$ cat src/rtl/core/chr_pkg.sv
// Shared constants and types for the compressor hysteresis regulator.
`default_nettype none

package chr_pkg;

    localparam int unsigned PSI_W     = 10;
    localparam int unsigned HYST_W    = 8;
    localparam int unsigned COOL_W    = 12;
    localparam int unsigned TIME_W    = 32;
    localparam int unsigned MODE_W    = 2;
    localparam int unsigned CFG_IDX_W = 3;
    localparam int unsigned CFG_DATA_W = 12;
    localparam int unsigned MS_PER_S  = 1000;
    // 4095 s * 1000 ms fits in 22 bits
    localparam int unsigned LIMIT_W   = 22;

    typedef enum logic [MODE_W-1:0] {
        MODE_STOP = 2'd0,
        MODE_RUN  = 2'd1,
        MODE_IDLE = 2'd2,
        MODE_NONE = 2'd3
    } t_mode;

    typedef enum logic [CFG_IDX_W-1:0] {
        REG_MODE      = 3'd0,
        REG_RUN_TGT   = 3'd1,
        REG_IDLE_TGT  = 3'd2,
        REG_HYST      = 3'd3,
        REG_MAX_PSI   = 3'd4,
        REG_COOL_TIME = 3'd5,
        REG_SPARE6    = 3'd6,
        REG_SPARE7    = 3'd7
    } t_cfg_reg;

    localparam logic [HYST_W-1:0]  HYST_RST     = 8'd5;
    localparam logic [PSI_W-1:0]   MAX_PSI_RST  = 10'd150;
    localparam logic [LIMIT_W-1:0] LIMIT_MS_RST = 22'd600000;

endpackage

`default_nettype wire

$ cat src/rtl/core/compressor_hysteresis_regulator.sv
// Top level of the compressor hysteresis regulator: config registers, motor state, result register.
`default_nettype none

// One pressure sample with its millisecond timestamp goes in per item and one
// result (motor on, cooldown pending, run state) comes out per item. The decision
// is made in the cycle of acceptance and lands in the result register at that
// edge, so items can follow on every clock while results are taken as fast as
// they come. The input side is ready whenever the result register is empty or
// is being emptied in the same cycle. The cool time is stored as a millisecond
// limit, worked out at the configuration write, so the per-item path is one
// 32-bit subtract and compare. Elapsed time wraps modulo 2^32. Write
// configuration only while idle.
module compressor_hysteresis_regulator (
    input  wire logic                           i_clk,
    input  wire logic                           i_rst_n,
    // configuration write port
    input  wire logic                           i_cfg_wr_en,
    input  wire logic [chr_pkg::CFG_IDX_W-1:0]  i_cfg_idx,
    input  wire logic [chr_pkg::CFG_DATA_W-1:0] i_cfg_wdata,
    // input items
    input  wire logic                           i_in_valid,
    output      logic                           o_in_ready,
    input  wire logic [chr_pkg::PSI_W-1:0]      i_pressure_psi,
    input  wire logic [chr_pkg::TIME_W-1:0]     i_now_ms,
    // result items
    output      logic                           o_out_valid,
    input  wire logic                           i_out_ready,
    output      logic                           o_motor_on,
    output      logic                           o_in_cooldown,
    output      logic [chr_pkg::MODE_W-1:0]     o_run_state
);

    // Configuration registers
    chr_pkg::t_mode                r_mode;
    logic [chr_pkg::PSI_W-1:0]     r_run_tgt;
    logic [chr_pkg::PSI_W-1:0]     r_idle_tgt;
    logic [chr_pkg::HYST_W-1:0]    r_hyst;
    logic [chr_pkg::PSI_W-1:0]     r_max_psi;
    logic [chr_pkg::LIMIT_W-1:0]   r_limit_ms;

    // Regulator state
    logic                          r_motor;
    logic                          r_cool;
    logic [chr_pkg::TIME_W-1:0]    r_last_ms;

    // Result register
    logic                          r_out_valid;
    logic                          r_out_motor;
    logic                          r_out_cool;
    logic [chr_pkg::MODE_W-1:0]    r_out_state;

    logic                          n_motor;
    logic                          n_cool;
    logic [chr_pkg::TIME_W-1:0]    n_last_ms;
    logic [chr_pkg::MODE_W-1:0]    n_state;
    logic [chr_pkg::LIMIT_W-1:0]   n_limit_ms;

    logic                          accept;
    logic                          active;
    logic [chr_pkg::PSI_W-1:0]     tgt;
    logic [chr_pkg::PSI_W:0]       p_plus_hyst;
    logic [chr_pkg::PSI_W:0]       tgt_plus_hyst;
    logic [chr_pkg::TIME_W-1:0]    elapsed_old;
    logic                          old_expired;
    logic                          zero_expired;
    logic                          start;
    logic                          stop;
    logic                          trip;
    logic                          touched;
    logic                          cool_kept;

    assign o_in_ready  = !r_out_valid || i_out_ready;
    assign accept      = i_in_valid && o_in_ready;

    assign o_out_valid   = r_out_valid;
    assign o_motor_on    = r_out_motor;
    assign o_in_cooldown = r_out_cool;
    assign o_run_state   = r_out_state;

    // Seconds to milliseconds: constant multiply, done once per config write
    assign n_limit_ms = chr_pkg::LIMIT_W'(i_cfg_wdata) * chr_pkg::LIMIT_W'(chr_pkg::MS_PER_S);

    always_comb begin
        active = (r_mode == chr_pkg::MODE_RUN) || (r_mode == chr_pkg::MODE_IDLE);
        tgt    = (r_mode == chr_pkg::MODE_IDLE) ? r_idle_tgt : r_run_tgt;

        // p < tgt - hyst, rewritten without a negative threshold
        p_plus_hyst   = {1'b0, i_pressure_psi} + (chr_pkg::PSI_W + 1)'(r_hyst);
        tgt_plus_hyst = {1'b0, tgt} + (chr_pkg::PSI_W + 1)'(r_hyst);

        elapsed_old  = i_now_ms - r_last_ms;
        old_expired  = elapsed_old >= chr_pkg::TIME_W'(r_limit_ms);
        // once the timestamp is refreshed the elapsed time is zero
        zero_expired = (r_limit_ms == '0);

        start = active && !r_motor && !r_cool && (p_plus_hyst < {1'b0, tgt});
        stop  = ({1'b0, i_pressure_psi} >= tgt_plus_hyst) || (i_pressure_psi >= r_max_psi);

        n_motor   = 1'b0;
        n_cool    = r_cool;
        n_last_ms = r_last_ms;
        touched   = 1'b0;
        trip      = 1'b0;

        if (active) begin
            if (r_motor || start) begin
                // run limit: a start or stop this step restarts the clock
                trip    = (start || stop) ? zero_expired : old_expired;
                n_motor = !stop && !trip;
                touched = start || stop || trip;
                n_cool  = r_cool || trip;
            end
        end else begin
            touched = 1'b1;
        end

        if (touched) begin
            n_last_ms = i_now_ms;
        end

        // drop a pending cooldown once the cool time has passed
        cool_kept = touched ? !zero_expired : !old_expired;
        n_cool    = n_cool && cool_kept;

        n_state = active ? r_mode : chr_pkg::MODE_STOP;
    end

    always_ff @(posedge i_clk) begin
        if (!i_rst_n) begin
            r_mode      <= chr_pkg::MODE_STOP;
            r_run_tgt   <= '0;
            r_idle_tgt  <= '0;
            r_hyst      <= chr_pkg::HYST_RST;
            r_max_psi   <= chr_pkg::MAX_PSI_RST;
            r_limit_ms  <= chr_pkg::LIMIT_MS_RST;
            r_motor     <= 1'b0;
            r_cool      <= 1'b0;
            r_last_ms   <= '0;
            r_out_valid <= 1'b0;
        end else begin
            if (i_cfg_wr_en) begin
                case (chr_pkg::t_cfg_reg'(i_cfg_idx))
                    chr_pkg::REG_MODE: begin
                        r_mode <= chr_pkg::t_mode'(i_cfg_wdata[chr_pkg::MODE_W-1:0]);
                    end
                    chr_pkg::REG_RUN_TGT:   r_run_tgt  <= i_cfg_wdata[chr_pkg::PSI_W-1:0];
                    chr_pkg::REG_IDLE_TGT:  r_idle_tgt <= i_cfg_wdata[chr_pkg::PSI_W-1:0];
                    chr_pkg::REG_HYST:      r_hyst     <= i_cfg_wdata[chr_pkg::HYST_W-1:0];
                    chr_pkg::REG_MAX_PSI:   r_max_psi  <= i_cfg_wdata[chr_pkg::PSI_W-1:0];
                    chr_pkg::REG_COOL_TIME: r_limit_ms <= n_limit_ms;
                    default: ;
                endcase
            end

            // advance the regulator state on each accepted item
            if (accept) begin
                r_motor   <= n_motor;
                r_cool    <= n_cool;
                r_last_ms <= n_last_ms;
            end

            // hold the result until taken; refill in the same cycle
            if (accept) begin
                r_out_valid <= 1'b1;
            end else if (i_out_ready) begin
                r_out_valid <= 1'b0;
            end
        end
    end

    // Result payload needs no reset
    always_ff @(posedge i_clk) begin
        if (accept) begin
            r_out_motor <= n_motor;
            r_out_cool  <= n_cool;
            r_out_state <= n_state;
        end
    end

endmodule

`default_nettype wire
$ cat config.mk
export PLATFORM = sky130hd
export DESIGN_NAME = compressor_hysteresis_regulator
export DESIGN_NICKNAME = d
export VERILOG_FILES = /design/src/rtl/core/chr_pkg.sv /design/src/rtl/core/compressor_hysteresis_regulator.sv
export SDC_FILE = /design/constraint.sdc
export NUM_CORES = 1
export LEC_CHECK = 0
export ABC_AREA = 0
export BUFFER_PORTS_ARGS = -buffer_cell sky130_fd_sc_hd__buf_2
export CORE_MARGIN = 2
export CORE_UTILIZATION = 45
export CTS_CLUSTER_DIAMETER = 120
export DETAILED_ROUTE_END_ITERATION = 7
export GPL_ROUTABILITY_DRIVEN = 0
export PLACE_DENSITY = 0.6
export SYNTH_ARGS = -nofsm -noshare
export SYNTH_HDL_FRONTEND = slang
export SYNTH_SLANG_ARGS = --single-unit
$ cat constraint.sdc
create_clock -name i_clk -period 7.15 [get_ports i_clk]
set_input_delay 1.0725 -clock i_clk [delete_from_list [all_inputs] [get_ports i_clk]]
set_output_delay 1.0725 -clock i_clk [all_outputs]
set_load 0.005 [all_outputs]
## Word level (Yosys, flattened, before mapping)

Cells that the tools add are included.

- Magnitude comparators: 4
- Muxes and demuxes: 11
- Equal/unequal tests: 7
- Add/subtract/negate cells: 3
- Multiply operators: 1
- Reduce and logical (&&, ||, !) cells: 30

Operators with widths:

| operator | number |
|---|---|
| $ge A32 B22 Y1 | 1 |
| $sub A32 B32 Y32 | 1 |
| $add A10 B8 Y11 | 2 |
| $logic_not A22 Y1 | 1 |
| $mul A12 B7 Y19 const B | 1 |
| $reduce_and A2 Y1 | 7 |
| $ge A10 B11 Y1 | 1 |
| $lt A11 B10 Y1 | 1 |
| $ge A10 B10 Y1 | 1 |
| $mux W1 | 10 |
| $mux W10 | 1 |
| $logic_not A1 Y1 | 7 |
| $logic_or A1 B1 Y1 | 7 |
| $eq A3 B2 Y1 const B | 2 |
| $eq A3 B3 Y1 const B | 2 |
| $logic_and A1 B1 Y1 | 6 |
| $eq A3 B1 Y1 const B | 1 |
| $logic_not A3 Y1 | 1 |
| $eq A2 B1 Y1 const B | 1 |
| $eq A2 B2 Y1 const B | 1 |
| $reduce_bool A2 Y1 | 1 |

- Register bits after elaboration: 98
- Word-level logic and storage cells: 69

## Longest topological paths before layout

- Word-level depth: 12
- Depth in mapped cells: 24
- Mapped depth without buffers: 23

## Least setup slack after synthesis

No wires, ideal clock.

- Kind: input to register
- Start point: input i_now_ms[11] (netlist bit)
- End point: register r_last_ms[10] (netlist bit)
- Setup time: 0.120 ns
- Stages on the path: 21
- Path slack: 1.706 ns
- Arrival: 5.324 ns
- Buffers on the path: 1
- Required time: 7.030 ns
- Path through: ha_1 -> and3_1 -> a221oi_1 -> a21boi_1 -> a21oi_1 -> o21ai_0 -> and2_1 -> o21ai_0 -> xor2_1 -> ha_1 -> a221o_1 -> nor3_1 -> nand4_1 -> nor4_1 -> o211a_1 -> nand4_1 -> or4b_4 -> o31ai_4 -> a31oi_4 -> buf_6 -> mux2i_1

- Cells in the longest elaborated chain, start to end: 7

RTL lines:

| item | RTL line | text |
|---|---|---|
| start: declaration | compressor_hysteresis_regulator.sv:24 | `input wire logic [chr_pkg::TIME_W-1:0] i_now_ms,` |
| $sub A32 B32 Y32 | compressor_hysteresis_regulator.sv:91 | `elapsed_old = i_now_ms - r_last_ms;` |
| $ge A32 B22 Y1 | compressor_hysteresis_regulator.sv:92 | `old_expired = elapsed_old >= chr_pkg::TIME_W'(r_limit_ms);` |
| $mux W1 | compressor_hysteresis_regulator.sv:108 | `trip = (start \|\| stop) ? zero_expired : old_expired;` |
| $logic_or A1 B1 Y1 | compressor_hysteresis_regulator.sv:110 | `touched = start \|\| stop \|\| trip;` |
| $mux W1 | compressor_hysteresis_regulator.sv:106 | `if (r_motor \|\| start) begin` |
| $mux W1 | compressor_hysteresis_regulator.sv:105 | `if (active) begin` |
| $reduce_and A2 Y1 (no source line) | -- |  |
| end signal: assignment | compressor_hysteresis_regulator.sv:159 | `r_last_ms <= n_last_ms;` |
| end: declaration | compressor_hysteresis_regulator.sv:44 | `logic [chr_pkg::TIME_W-1:0] r_last_ms;` |

No other way between the ends.
A chain may end at the register's enable or synchronous reset.

## Final worst setup path

- Start point: input i_now_ms[10] (netlist bit)
- End point: register r_last_ms[5] (netlist bit)

Same word-level chain as after synthesis.

==> results.sh <==
export IMPL_final_cell_mix="nand2_1, ha_1, inv_1, dfxtp_1, buf_2"
export IMPL_path_class="input port to register"
export IMPL_period_share_pct=83.56
export IMPL_synthAdderAreaFrac_pct=27.32
export IMPL_tns_ns=0
export IMPL_cp_required_ns=7.37
export IMPL_drv_cap=0
export IMPL_floorplan_die_area_mm2=0.02220
export IMPL_synth_compound_area_share_pct=18.05
export IMPL_grt_antenna_before_repair=0
export IMPL_synthCells=1137
export IMPL_grt_pass1_vias=7338
export IMPL_synth_nets=1381
export IMPL_via_count=7777
export IMPL_drtIter0Drc=454
export IMPL_worstPathArrival_ns=6.19
export IMPL_holdBufCountCts=0
export IMPL_crit_path_end_kind="register"
export IMPL_post_cts_buffers=0
export IMPL_finalCriticalPeriod_ns=5.975
export IMPL_hold_depth=2
export IMPL_synth_top_family_by_area="adder cells"
export IMPL_portBuffers=67
export IMPL_grt_setup_unrepaired="no"
export IMPL_start_util_pct=45.43
export IMPL_clk_latency_ns=0.35
export IMPL_muxShareOfSynthArea_pct=5.304
export IMPL_fin_worst_skew_ns=0.01009
export IMPL_r2r_start="r_last_ms[10]$_SDFFE_PN0P_"
export IMPL_wl_per_cell_um=13.97
export IMPL_relSlewSlack_pct=35.89
export IMPL_synth_seq_cells=98
export IMPL_yosys_area_share_simple_pct=17.26
export IMPL_grt_ovfl_total=0
export IMPL_cp_startpoint="i_now_ms[10]"
export IMPL_grt_pass1_wl_mm=35.09
export IMPL_wl_mm=20.45
export IMPL_ys_seq_area_share_pct=21.16
export IMPL_netlist_top_cells_area="dfxtp_1, ha_1, fa_1"
export IMPL_row_count=53
export IMPL_final_common_cell="nand2_1"
export IMPL_htree_levels=3
export IMPL_r2r_cells=22
export IMPL_synthXorXnorAreaFrac_pct=4.907
export IMPL_ir_drop_uv=127.3
export IMPL_synth_top_area_share_pct=19.89
export IMPL_die_w_um=149.0
export IMPL_hpwl_mm=16.47
export IMPL_coreArea_mm2=0.02082
export IMPL_fmax_mhz=167.4
export IMPL_critPathLaunchType="input port"
export IMPL_cts_buffers=9
export IMPL_finalHoldViolations=0
export IMPL_synth_area_leader_cell="dfxtp_1"
export IMPL_r2r_end="r_last_ms[5]$_SDFFE_PN0P_"
export IMPL_min_from="r_last_ms[7]$_SDFFE_PN0P_"
export IMPL_maxSlewViolCount=0
export IMPL_routed_via_density=5.312
export IMPL_p_per_area_mw_per_mm2=210.8
export IMPL_outcome="completed"
export IMPL_nets=1428
export IMPL_detailed_place_area_mm2=0.01001
export IMPL_synthFlopType="dfxtp_1"
export IMPL_cts_tree="done"
export IMPL_grt_max_degree=99
export IMPL_dr_pass1_iters=6
export IMPL_cts_buffer_depth=2
export IMPL_grtUsageTotal_pct=19.29
export IMPL_ctsRootBufferMaster="clkbuf_16"
export IMPL_r2r_slack_ns=1.65
export IMPL_worstHoldPathType="register to register"
export IMPL_postCtsResizedCells=0
export IMPL_clkSinkCount=98
export IMPL_drive_gt1_share_pct=9.167
export IMPL_ant_nets=0
export IMPL_io_pins=68
export IMPL_tightest_slew_ns=0.9590
export IMPL_synth_cell_types=66
export IMPL_cp_max_fo=32
export IMPL_clkTransAtPathRegs_ns=0.07
export IMPL_synth_edff_count=4
export IMPL_power_leakage_nw=4.555
export IMPL_drc=0
export IMPL_n_fill_cell=2100
export IMPL_syn_area_mm2=0.009460
export IMPL_synthToLayoutAreaGrowth_pct=9.060
export IMPL_min_to="r_last_ms[7]$_SDFFE_PN0P_"
export IMPL_final_area_mm2=0.01032
export IMPL_diodes=0
export IMPL_syn_area_per_cell_um2=8.320
export IMPL_finalSetupViolCount=0
export IMPL_async_flop_share_pct=0
export IMPL_yosys_warnings=0
export IMPL_die_y_um=149.0
## cells in the mapped netlist (3+ instances only)
cell type  number
a211o_1         4
a211oi_1        6
a21boi_0       38
a21o_1         23
a21oi_1        54
a21oi_2         3
a31oi_1         4
and2_1         11
and3_1          6
and4_1          3
buf_2           4
buf_6           3
clkbuf_1       24
dfxtp_1        94
edfxtp_1        4
fa_1           41
ha_1          141
inv_1         109
mux2_2          9
mux2i_1        40
nand2_1       198
nand2b_1       12
nand3_1        18
nand4_1        10
nor2_1         43
nor2b_1        14
nor3_1         17
nor4_1         11
o211a_1         3
o211ai_1       13
o21a_1         14
o21ai_0        49
o21ai_1         3
o21ba_2         3
o21bai_1       13
or2_2           4
or3_1           5
xnor2_1        31
xor2_1         22
## power by group
| part | switching (W) | leakage [nW] | internal, W | total [W] |
|---|---|---|---|---|
| Sequential | 0.0000183 | 0.807 | 0.000577 | 0.000595 |
| Combinational | 0.000583 | 3.60 | 0.000473 | 0.00106 |
| Clock | 0.000219 | 0.152 | 0.000305 | 0.000524 |
| Total | 0.000820 | 4.56 | 0.00135 | 0.00217 |
## sequential cells by signal, summed over array words and instances, names as in the netlist
register       cells
o_motor_on         1
r_last_ms         32
r_idle_tgt        10
r_max_psi         10
r_limit_ms        19
r_mode             2
o_run_state        2
r_run_tgt         10
r_hyst             8
r_motor            1
o_out_valid        1
o_in_cooldown      1
r_cool             1
## worst max-delay path: stages
cell      delay (ns)
buf_2           0.11
ha_1            0.38
and3_1          0.24
a221oi_1        0.28
a21boi_1        0.31
a21oi_1         0.17
o21ai_0         0.28
and2_1          0.23
o21ai_0         0.11
xor2_1          0.17
ha_1            0.32
a221o_1         0.36
nor3_1          0.19
nand4_1         0.12
nor4_1          0.21
o211a_1         0.19
nand4_1         0.09
or4b_4          0.52
o31ai_4         0.22
a31oi_4         0.10
buf_4           0.29
mux2i_1         0.19
## worst max path at each step
stage / cells past startpoint / slack (ns) / endpoint
final: 22 / 1.18 / r_last_ms[5]$_SDFFE_PN0P_
after global routing: 22 / 0.88 / r_last_ms[12]$_SDFFE_PN0P_
after CTS: 22 / 1.23 / r_last_ms[5]$_SDFFE_PN0P_
after detailed placement: 22 / 0.90 / r_last_ms[16]$_SDFFE_PN0P_
after global placement: 22 / 1.12 / r_last_ms[4]$_SDFFE_PN0P_
after floorplan: 21 / 1.71 / r_last_ms[10]$_SDFFE_PN0P_
## per-layer routing
| metal | share of wire [%] | routed length, um | up-vias | global-route usage (%) |
|---|---|---|---|---|
| met3 | 3.8 | 778 | 17 | 2.813 |
| met2 | 43 | 8885 | 134 | 30.69 |
| met5 | 0 | 0 | - | 0 |
| met4 | 1.2 | 245 | 0 | 4.000 |
| li1 | - | - | 4014 | - |
| met1 | 52 | 10540 | 3612 | 27.87 |
## area by class of cell
type / instances / area (um^2) / share of cell area, %
Sequential cell: 98 / 2002 / 19.40
Clock buffer: 10 / 229.0 / 2.219
Multi-Input combinational cell: 896 / 6892 / 66.80
Tap cell: 275 / 344.1 / 3.335
Inverter: 109 / 409.1 / 3.966
Clock inverter: 6 / 81.33 / 0.7883
Timing Repair Buffer: 70 / 360.3 / 3.493
## kinds of logic (layout without fill, tap and decap cells)
group                    Yosys count  in the layout
AO/OA/AOI/OAI                    253            253
XOR/XNOR                          53             53
adder cells (fa/ha/maj)          182            182
buffers and inverters            143            195
flip-flops                        98             98
multiplexers                      49             49
AND/OR/NAND/NOR                  359            359
## metrics by stage
| stage | instances | util [%] | total power (W) | hold slack (ns) | worst slack, ns |
|---|---|---|---|---|---|
| after floorplan | 1137 | - | 0.001433 | 0.4347 | 1.706 |
| after global placement | 1448 | 48.06 | 0.001662 | 0.4421 | 1.119 |
| after detailed placement | 1448 | 48.06 | 0.001670 | 0.4501 | 0.8966 |
| after CTS | 1464 | 49.55 | 0.002202 | 0.4609 | 1.234 |
| after global routing | 1464 | 49.55 | 0.002379 | 0.4769 | 0.8787 |
| final | 1464 | 49.55 | 0.002175 | 0.4569 | 1.175 |
Note: power is estimated with default switching activity, not from simulation.
